$ cat src/rtl/core/next_permutation_multiset_macros.svh
// Assertion macros for the next_permutation_multiset block.
// Used by the top level; expects signals aclk and aresetn in scope.
`ifndef NEXT_PERMUTATION_MULTISET_MACROS_SVH
`define NEXT_PERMUTATION_MULTISET_MACROS_SVH

// same-cycle implication
`define NPS_ASSERT_NOW(label, ante, cons, msg) \
    label: assert property (@(posedge aclk) disable iff (!aresetn) (ante) |-> (cons)) \
        else $error(msg);

// next-cycle implication
`define NPS_ASSERT_NEXT(label, ante, cons, msg) \
    label: assert property (@(posedge aclk) disable iff (!aresetn) (ante) |=> (cons)) \
        else $error(msg);

`endif

$ cat src/rtl/core/nps_pkg.sv
// Package for the next_permutation_multiset block: sizes, element type,
// cell control struct and sequencer states. No dependencies.
`timescale 1ns / 1ps

package nps_pkg;

    localparam int MAX_ELEMS = 8;
    localparam int SHOWN     = 8;
    localparam int ELEM_W    = 16;
    localparam int CNT_W     = 4;
    localparam int IDX_W     = $clog2(MAX_ELEMS);
    localparam int SUM_W     = CNT_W + 1;

    typedef logic signed [ELEM_W-1:0] elem_t;

    typedef struct packed {
        logic  ins_en;
        logic  perm_en;
        elem_t ins_value;
    } nps_cell_ctl_t;

    typedef enum logic {
        ST_IDLE,
        ST_SWAP
    } nps_state_t;

endpackage

$ cat src/rtl/core/nps_cell.sv
// One storage cell of the element chain: sorted-insert shift from the left
// neighbor, permutation write, and compares. Depends on nps_pkg.
`timescale 1ns / 1ps

module nps_cell
    import nps_pkg::*;
(
    input  logic          aclk,
    input  nps_cell_ctl_t ctl,
    input  logic          in_range,
    input  logic          is_tail,
    input  elem_t         left_elem,
    input  logic          left_gt,
    input  elem_t         right_elem,
    input  elem_t         perm_value,
    output elem_t         elem,
    output logic          gt,
    output logic          lt_right
);

    elem_t elem_reg;
    elem_t elem_next;

    assign elem     = elem_reg;
    assign gt       = elem_reg > ctl.ins_value;
    assign lt_right = elem_reg < right_elem;

    always_comb begin
        elem_next = elem_reg;
        if (ctl.ins_en && in_range) begin
            if (left_gt) begin
                elem_next = left_elem;
            end else if (gt || is_tail) begin
                elem_next = ctl.ins_value;
            end
        end else if (ctl.perm_en) begin
            elem_next = perm_value;
        end
    end

    always_ff @(posedge aclk) begin
        elem_reg <= elem_next;
    end

endmodule

$ cat src/rtl/core/next_permutation_multiset.sv
// Top level of the next_permutation_multiset block: control, pivot search,
// swap/reverse select and output register. Depends on nps_pkg, nps_cell
// and next_permutation_multiset_macros.svh.
`timescale 1ns / 1ps
`include "next_permutation_multiset_macros.svh"

// A load item (cmd 0) inserts its value into the sorted chain of cells in
// the cycle it is accepted, so loads go at one per cycle while no next item
// is in its write-back step; loads past MAX_ELEMS are dropped, and a load
// after a closed set starts a new set. For a next item (cmd 1), in the
// accept cycle the current arrangement, count and final flag are registered
// and the pivot is found by neighbor compares; in the following cycle the
// rightmost larger cell is found and the swap and suffix reversal are
// written back into all cells. No new item is taken until that write-back
// is done. A next item is not taken while an undelivered result sits in
// the output register; loads are taken regardless.
module next_permutation_multiset
    import nps_pkg::*;
(
    input  logic               aclk,
    input  logic               aresetn,
    input  logic               s_valid,
    output logic               s_ready,
    input  logic               s_cmd,
    input  logic signed [15:0] s_value,
    input  logic               s_last_value,
    output logic               m_valid,
    input  logic               m_ready,
    output logic signed [15:0] m_elem_0,
    output logic signed [15:0] m_elem_1,
    output logic signed [15:0] m_elem_2,
    output logic signed [15:0] m_elem_3,
    output logic signed [15:0] m_elem_4,
    output logic signed [15:0] m_elem_5,
    output logic signed [15:0] m_elem_6,
    output logic signed [15:0] m_elem_7,
    output logic [3:0]         m_used_count,
    output logic               m_final_arrangement
);

    nps_state_t       state_reg, state_next;
    logic [CNT_W-1:0] count_reg, count_next;
    logic             closed_reg, closed_next;
    logic             m_valid_reg;

    logic [IDX_W-1:0] p_reg;
    logic             have_p_reg;
    elem_t            pv_reg;

    elem_t            out_elem_reg [SHOWN];
    logic [CNT_W-1:0] out_count_reg;
    logic             out_final_reg;

    elem_t            elem       [MAX_ELEMS];
    logic             gt         [MAX_ELEMS];
    logic             lt_right   [MAX_ELEMS];
    elem_t            perm_value [MAX_ELEMS];
    elem_t            sw         [MAX_ELEMS];
    elem_t            shown      [SHOWN];

    logic             s_fire, load_fire, next_fire, ins_ok;
    logic [CNT_W-1:0] cnt_eff;
    logic             have_p;
    logic [IDX_W-1:0] p_idx, j_idx;
    logic [SUM_W-1:0] start, sum;
    nps_cell_ctl_t    ctl;

    assign s_ready   = (state_reg == ST_IDLE) && (!s_cmd || !m_valid_reg || m_ready);
    assign s_fire    = s_valid && s_ready;
    assign load_fire = s_fire && !s_cmd;
    assign next_fire = s_fire && s_cmd;
    assign cnt_eff   = closed_reg ? '0 : count_reg;
    assign ins_ok    = cnt_eff < CNT_W'(MAX_ELEMS);

    assign ctl.ins_en    = load_fire && ins_ok;
    assign ctl.perm_en   = (state_reg == ST_SWAP);
    assign ctl.ins_value = s_value;

    genvar g;
    generate
        for (g = 0; g < MAX_ELEMS; g++) begin : g_cell
            nps_cell u_cell (
                .aclk       (aclk),
                .ctl        (ctl),
                .in_range   (CNT_W'(g) <= cnt_eff),
                .is_tail    (CNT_W'(g) == cnt_eff),
                .left_elem  ((g == 0) ? elem_t'(0) : elem[(g == 0) ? 0 : g - 1]),
                .left_gt    ((g == 0) ? 1'b0 : gt[(g == 0) ? 0 : g - 1]),
                .right_elem ((g == MAX_ELEMS - 1) ? elem_t'(0)
                                                  : elem[(g == MAX_ELEMS - 1) ? g : g + 1]),
                .perm_value (perm_value[g]),
                .elem       (elem[g]),
                .gt         (gt[g]),
                .lt_right   (lt_right[g])
            );
        end
        for (g = 0; g < SHOWN; g++) begin : g_shown
            if (g < MAX_ELEMS) begin : g_on
                assign shown[g] = elem[g];
            end else begin : g_off
                assign shown[g] = '0;
            end
        end
    endgenerate

    // pivot: rightmost strict ascent inside the used range
    always_comb begin
        have_p = 1'b0;
        p_idx  = '0;
        for (int k = 0; k < MAX_ELEMS - 1; k++) begin
            if (lt_right[k] && (CNT_W'(k + 1) < count_reg)) begin
                have_p = 1'b1;
                p_idx  = IDX_W'(k);
            end
        end
    end

    // swap partner, then swap and reverse the suffix
    always_comb begin
        j_idx = p_reg;
        for (int k = 0; k < MAX_ELEMS; k++) begin
            if ((elem[k] > pv_reg) && (IDX_W'(k) > p_reg) && (CNT_W'(k) < count_reg)) begin
                j_idx = IDX_W'(k);
            end
        end
        for (int k = 0; k < MAX_ELEMS; k++) begin
            if (have_p_reg && (IDX_W'(k) == p_reg)) begin
                sw[k] = elem[j_idx];
            end else if (have_p_reg && (IDX_W'(k) == j_idx)) begin
                sw[k] = pv_reg;
            end else begin
                sw[k] = elem[k];
            end
        end
        start = have_p_reg ? (SUM_W'(p_reg) + SUM_W'(1)) : '0;
        sum   = SUM_W'(count_reg) + start - SUM_W'(1);
        for (int k = 0; k < MAX_ELEMS; k++) begin
            if ((SUM_W'(k) >= start) && (CNT_W'(k) < count_reg)) begin
                perm_value[k] = sw[IDX_W'(sum - SUM_W'(k))];
            end else begin
                perm_value[k] = sw[k];
            end
        end
    end

    always_comb begin
        state_next  = state_reg;
        count_next  = count_reg;
        closed_next = closed_reg;
        case (state_reg)
            ST_IDLE: begin
                if (load_fire) begin
                    count_next  = ins_ok ? (cnt_eff + CNT_W'(1)) : cnt_eff;
                    closed_next = s_last_value;
                end else if (next_fire) begin
                    closed_next = 1'b1;
                    state_next  = ST_SWAP;
                end
            end
            ST_SWAP: begin
                state_next = ST_IDLE;
            end
            default: begin
                state_next = ST_IDLE;
            end
        endcase
    end

    always_ff @(posedge aclk) begin
        if (!aresetn) begin
            state_reg   <= ST_IDLE;
            count_reg   <= '0;
            closed_reg  <= 1'b1;
            m_valid_reg <= 1'b0;
        end else begin
            state_reg  <= state_next;
            count_reg  <= count_next;
            closed_reg <= closed_next;
            if (next_fire) begin
                m_valid_reg <= 1'b1;
            end else if (m_ready) begin
                m_valid_reg <= 1'b0;
            end
        end
    end

    always_ff @(posedge aclk) begin
        if (next_fire) begin
            for (int k = 0; k < SHOWN; k++) begin
                out_elem_reg[k] <= (CNT_W'(k) < count_reg) ? shown[k] : elem_t'(0);
            end
            out_count_reg <= count_reg;
            out_final_reg <= !have_p;
            p_reg         <= p_idx;
            have_p_reg    <= have_p;
            pv_reg        <= elem[p_idx];
        end
    end

    assign m_valid             = m_valid_reg;
    assign m_elem_0            = out_elem_reg[0];
    assign m_elem_1            = out_elem_reg[1];
    assign m_elem_2            = out_elem_reg[2];
    assign m_elem_3            = out_elem_reg[3];
    assign m_elem_4            = out_elem_reg[4];
    assign m_elem_5            = out_elem_reg[5];
    assign m_elem_6            = out_elem_reg[6];
    assign m_elem_7            = out_elem_reg[7];
    assign m_used_count        = out_count_reg;
    assign m_final_arrangement = out_final_reg;

    `NPS_ASSERT_NOW(a_count_cap, 1'b1, count_reg <= CNT_W'(MAX_ELEMS), "count above capacity")
    `NPS_ASSERT_NEXT(a_next_swap, next_fire, state_reg == ST_SWAP && m_valid_reg, "no write-back")
    `NPS_ASSERT_NEXT(a_swap_once, state_reg == ST_SWAP, state_reg == ST_IDLE, "long write-back")
    `NPS_ASSERT_NOW(a_swap_busy, state_reg == ST_SWAP, !s_ready && closed_reg, "busy but ready")

endmodule
$ cat config.mk
export PLATFORM = sky130hd
export DESIGN_NAME = next_permutation_multiset
export DESIGN_NICKNAME = d
export VERILOG_FILES = /design/src/rtl/core/nps_pkg.sv /design/src/rtl/core/nps_cell.sv /design/src/rtl/core/next_permutation_multiset.sv
export VERILOG_INCLUDE_DIRS = /design/src /design/src/rtl/core
export SDC_FILE = /design/constraint.sdc
export NUM_CORES = 2
export LEC_CHECK = 0
export ABC_AREA = 1
export BUFFER_PORTS_ARGS = -buffer_cell sky130_fd_sc_hd__buf_4
export CAP_MARGIN = 20
export CELL_PAD_IN_SITES_DETAIL_PLACEMENT = 0
export CELL_PAD_IN_SITES_GLOBAL_PLACEMENT = 2
export CORE_MARGIN = 10
export CORE_UTILIZATION = 36
export CTS_CLUSTER_DIAMETER = 60
export DETAILED_ROUTE_END_ITERATION = 16
export HOLD_SLACK_MARGIN = 0.12
export PLACE_DENSITY = 0.82
export SYNTH_ARGS = -nofsm -noshare
export SYNTH_HDL_FRONTEND = slang
export SYNTH_HIERARCHICAL = 1
export SYNTH_SLANG_ARGS = --single-unit
$ cat constraint.sdc
create_clock -name aclk -period 4.65 [get_ports aclk]
set_input_delay 0.2325 -clock aclk [delete_from_list [all_inputs] [get_ports aclk]]
set_output_delay 0.2325 -clock aclk [all_outputs]
set_load 0.01 [all_outputs]
Word-level counts from Yosys, hierarchy flattened:

Memory sizes are Yosys's and may differ from the RTL's.
Cells that the tools add are included.

* memories kept: 1
* memory bits (read-only): 0
* logic and storage cells: 356
* bits in latches: 0
* bits in registers: 160
* memory bits (writable): 128

Memories
* out_elem_reg: depth 8, bits a word 16, rd ports 8, clocked after Yosys merged registers in 0, wr ports 8, line next_permutation_multiset.sv:50 `elem_t out_elem_reg [SHOWN];`

* div/mod/pow operators: 0
* shifts and indexed selects: 0
* add/subtract/negate cells: 11
* mux-type cells: 125
* bitwise logic cells: 11
* $lt $le $gt $ge: 66
* eq/ne operators: 29
* reductions and logical operators: 96
* multiply operators: 0

Operator list (count)
* $mux 16: 83
* $bmux 16 s3: 10
* $gt 16x16->1: 16
* $lt 16x16->1: 7
* $logic_and 1x1->1: 60
* $ge 4x4->1 const B: 10
* $not 3->4: 10
* $mux 3: 13
* $eq 3x3->1 const A: 8
* $ne 3x3->1 const B: 7
* $reduce_and 2->1: 10
* $reduce_bool 2->1: 10
* $eq 3x4->1 const A: 4
* $ge 3x4->1 const A: 4
* $le 3x4->1 const A: 4
* $lt 3x4->1 const A: 4
* $mux 1: 15
* $eq 2x3->1 const A: 4
* $gt 3x3->1 const A: 4
* $mux 4: 3
* $sub 3x3->3 const B: 4
* $logic_or 1x1->1: 10
* $eq 2x4->1 const A: 2
* $ge 1x4->1 const A: 2
* 21 further kinds: 34

Depth between registers and ports, before layout:

* depth in word-level cells: 22
* depth in mapped cells: 34
* depth with buffers taken out: 32

Hierarchy:

Netlist, hierarchy kept.

By module, submodules not included
* next_permutation_multiset: area an instance 20654.8 µm², instances 1, sequential area each 4734.5 µm², cells each 3347
* nps_cell at g_cell[0].u_cell ...: area an instance 1666.6 µm², instances 6, sequential area each 480.5 µm², cells each 227
* nps_cell at g_cell[6].u_cell ...: area an instance 1672.9 µm², instances 2, sequential area each 480.5 µm², cells each 231

Worst setup path after synthesis:

OpenSTA, ideal clock, no wires.

* path kind: flip-flop to flip-flop
* start: reg m_valid_reg, in the netlist m_valid
* end: reg have_p_reg (enable)
* path slack: 0.267 ns
* stages on the path, launching flop included: 8
* library setup time: 0.507 ns
* buffers on the path: 0
* data arrival time: 3.877 ns
* path through: dfxtp_1 inv_1 nor2_1 a21oi_1 nand2_1 inv_1 nand2_1 inv_1

* word-level cells in the longest chain between the ends: 6

Ends and longest elaborated chain
* start, declared: line next_permutation_multiset.sv:44 `logic m_valid_reg;`
* start signal, assigned: line next_permutation_multiset.sv:174 `m_valid_reg <= 1'b0;`
* start signal, assigned: line next_permutation_multiset.sv:180 `m_valid_reg <= 1'b1;`
* start signal, assigned: line next_permutation_multiset.sv:182 `m_valid_reg <= 1'b0;`
* $logic_not 1->1: line next_permutation_multiset.sv:68 `assign s_ready = (state_reg == ST_IDLE) && (!s_cmd || !m_valid_reg || m_ready);`
* $logic_or 1x1->1 (2 in series): line next_permutation_multiset.sv:68
* $logic_and 1x1->1: line next_permutation_multiset.sv:68
* named net s_ready: line next_permutation_multiset.sv:23 `output logic s_ready,`
* $logic_and 1x1->1: line next_permutation_multiset.sv:69 `assign s_fire = s_valid && s_ready;`
* $logic_and 1x1->1: line next_permutation_multiset.sv:71 `assign next_fire = s_fire && s_cmd;`
* named net next_fire: line next_permutation_multiset.sv:61 `logic s_fire, load_fire, next_fire, ins_ok;`
* end signal, assigned: line next_permutation_multiset.sv:195 `have_p_reg <= have_p;`
* end, declared: line next_permutation_multiset.sv:47 `logic have_p_reg;`

The timed path passes the listed nets, and every way through them passes these cells.
A chain may end at the register's enable or synchronous reset.

==> results.md <==
* Routed Antenna Nets at 0
* PD cells at between 300 and 400 mW/mm^2
* Largest net degree at the start of global routing at 129
* DR vias/cell at roughly 6.2
* Detailed-route DRC error count at 0
* P_int at 0.00852 W
* Final wirelength at roughly 220000 um
* Sequential share of power at around a fifth
* Hold path start: s_value[11]
* Worst-case clock skew at around 72 ps
* Type of the tightest min-delay check: input pin to flip-flop
* Ys Warns at 6
* Layout cells sized above 1 at 18.8%
* Placed wire-length estimate at 165000 um
* Most Used Layer, Global Route: met2
* Sw Share at between 40 and 50%
* Worst r2r dst: g_cell[7].u_cell/elem[2]$_DFFE_PP_
* Area post-placement at 0.0404 mm^2
* # rows at around 110
* Die Wd at 326 um
* Worst skew pair latency at 700 ps
* Routing usage on met1 at about 50%
* DRT iter0 DRCs at around 7300
* DR WL/cell at 31.9 um
* Total global routing track utilization at between 30% and 40%
* Via Count at approximately 43000
* GP Congestion at about 1.1
* Critical path type: flip-flop to flip-flop
* Sink of the worst hold path: g_cell[5].u_cell/elem[11]$_DFFE_PP_
* Synthesized area per cell at between 6 and 7 um^2
* Comb pwr share at about 56%
* Synth-to-Final Area Change at 28.0%
* Clk buf depth at 3
* Core footprint at 0.0929 mm^2
* Initial antenna violation count at 10
* Mapped cell area at 0.0336 mm^2
* Final setup viols at 0
* GR Util met2 at between 50% and 60%
* Rel. slew slack at about a quarter
* Setup slack, reg-to-reg at about 57 ps
* # fillers at between 9000 and 10000
* Clock power share at about 25%
* First drt pass iteration count at 9
* H-tree levels at 2
* Number of cells on the worst reg-to-reg path at 24
* Final Util at between 40 and 50%
* I/O pins at ~160
* Initial Util at a little over a third
* # nets final at 6065
* Grt ovf at 0
* Vias in the first global route at ~39000
* Slew Limit Fails at 0
* Max-Cap Viols at 0
* Crit share post-route at 98.8%
* Critical path required time at around 5000 ps
* Peak supply drop at 0.000393 V
* Design area at between 0.04 and 0.05 mm^2
* Port Buf Inserts at ~160
* Peak Freq at about 220 MHz
* DIE HEIGHT at approximately 330 um
* Measured slew at the worst slew-check pin at between 1000 and 1500 ps
* WHS Path Cells at 3
* Switching power at slightly above 0.008 W
* Clock slew at reported path FFs at 70 ps
* Sink Count at about 290
* Final hold violation count at 0
* Worst EP arrival at 5040 ps
* Crit end category: flip-flop
* FF-to-FF Start: pv_reg[3]$_DFFE_PP_
* Worst Path Max Fanout at 12
* Met3 usage at between 10% and 20%
* CTS tree: yes
* Pleak at about 21 nW
* Mapped Cells at between 5000 and 6000
* Die area at 0.106 mm^2
* Setup TNS at 0 ps
* Status: finished clean
* Inserted Clock Buffers at 50
* RSZ-0062 raised after global routing: true
* Startpoint Class: flip-flop
* Clk root buf: clkbuf_16
* Post-route minimum period at between 4000 and 5000 ps
* First-pass GRT wire length at around 300000 um
-- critical path: stages, from the launching register on --
cell	delay [ps]
edfxtp_1	410
clkinvlp_4	220
buf_4	210
ha_1	300
nand2_1	90
o21bai_1	110
nand2_1	100
a21oi_2	190
o211ai_1	110
nand3_1	230
nand2_1	110
inv_2	110
nand3_4	100
nor2_4	220
buf_4	150
nand2_2	110
buf_12	180
o21ai_1	330
nand3_1	160
nand3_1	150
nand3_1	100
nand3_1	130
nand2_1	240
nor2_1	210
a21oi_1	50
-- layout by cell type (no fill, tap or decap), drive strengths merged, types with 12 or more instances in the layout --
cell type and count:
a211oi 12, conb 18, ha 358, nand2 1207, nand3 1183, edfxtp 281, nor3 36, nor2 399
a221oi 26, nand4 34, clkinv 17, clkbuf 56, o21a 17, inv 588, buf 740, o21ai 98
a21oi 463, o211ai 111
-- per-layer routing --
layer	share of wire [%]	up-vias	wire (um)
met1	37	20200	83100
met5	0.095	-	211
met4	7.1	14	15900
met2	39	3486	86900
met3	16	719	36500
li1	-	18700	-
-- worst max-delay path by stage --
| stage | cells after the start | end | from | slack [ps] |
|---|---|---|---|---|
| floorplan | 7 | have_p_reg$_DFFE_PP_ | m_valid$_SDFFE_PN0P_ | 270 |
| global placement | 24 | g_cell[5].u_cell/elem[8]$_DFFE_PP_ | pv_reg[1]$_DFFE_PP_ | 20 |
| detailed placement | 24 | g_cell[5].u_cell/elem[8]$_DFFE_PP_ | pv_reg[3]$_DFFE_PP_ | 90 |
| CTS | 26 | g_cell[4].u_cell/elem[8]$_DFFE_PP_ | pv_reg[3]$_DFFE_PP_ | 10 |
| global route | 35 | g_cell[6].u_cell/elem[1]$_DFFE_PP_ | pv_reg[3]$_DFFE_PP_ | -120 |
| finish | 24 | g_cell[7].u_cell/elem[2]$_DFFE_PP_ | pv_reg[3]$_DFFE_PP_ | 60 |
-- power groups by stage --
stage / Clock (W) / Sequential, W / Combinational [W]
after floorplan: 0 / 0.00334 / 0.00452
after global placement: 0 / 0.00331 / 0.00854
after detailed placement: 0 / 0.00331 / 0.00853
after CTS: 0.00410 / 0.00326 / 0.00857
after global routing: 0.00419 / 0.00328 / 0.00963
final: 0.00409 / 0.00327 / 0.00932
-- metrics by stage --
stage / worst slack, ps / total power [W] / cells / hold WS (ps)
floorplan: 267 / 0.00786 / 5125 / 301
global placement: 23.9 / 0.0118 / 6847 / 450
detailed placement: 86.6 / 0.0118 / 6850 / 452
CTS: 14.1 / 0.0159 / 6948 / 159
global route: -122 / 0.0171 / 6979 / 208
finish: 56.5 / 0.0167 / 6987 / 197
-- layout make-up --
cell class	instances	area, um^2	share of cell area [%]
Clock buffer	54	1280	2.97
Inverter	586	2220	5.16
Tap cell	1254	1570	3.65
Multi-Input combinational cell	4011	22400	52.0
Clock inverter	38	494	1.15
Sequential cell	288	8580	19.9
Antenna cell	8	20.0	0.0465
Timing Repair Buffer	748	6510	15.1
-- repair_timing --
| item | CTS | global route |
|---|---|---|
| setup buffers | 0 | 30 |
| endpoints found under the hold margin | 7 | 0 |
| endpoints found under the setup margin | 0 | 122 |
| hold buffers | 6 | 0 |
| resized for setup | 0 | 112 |
Note: power is estimated with default switching activity, not from simulation.
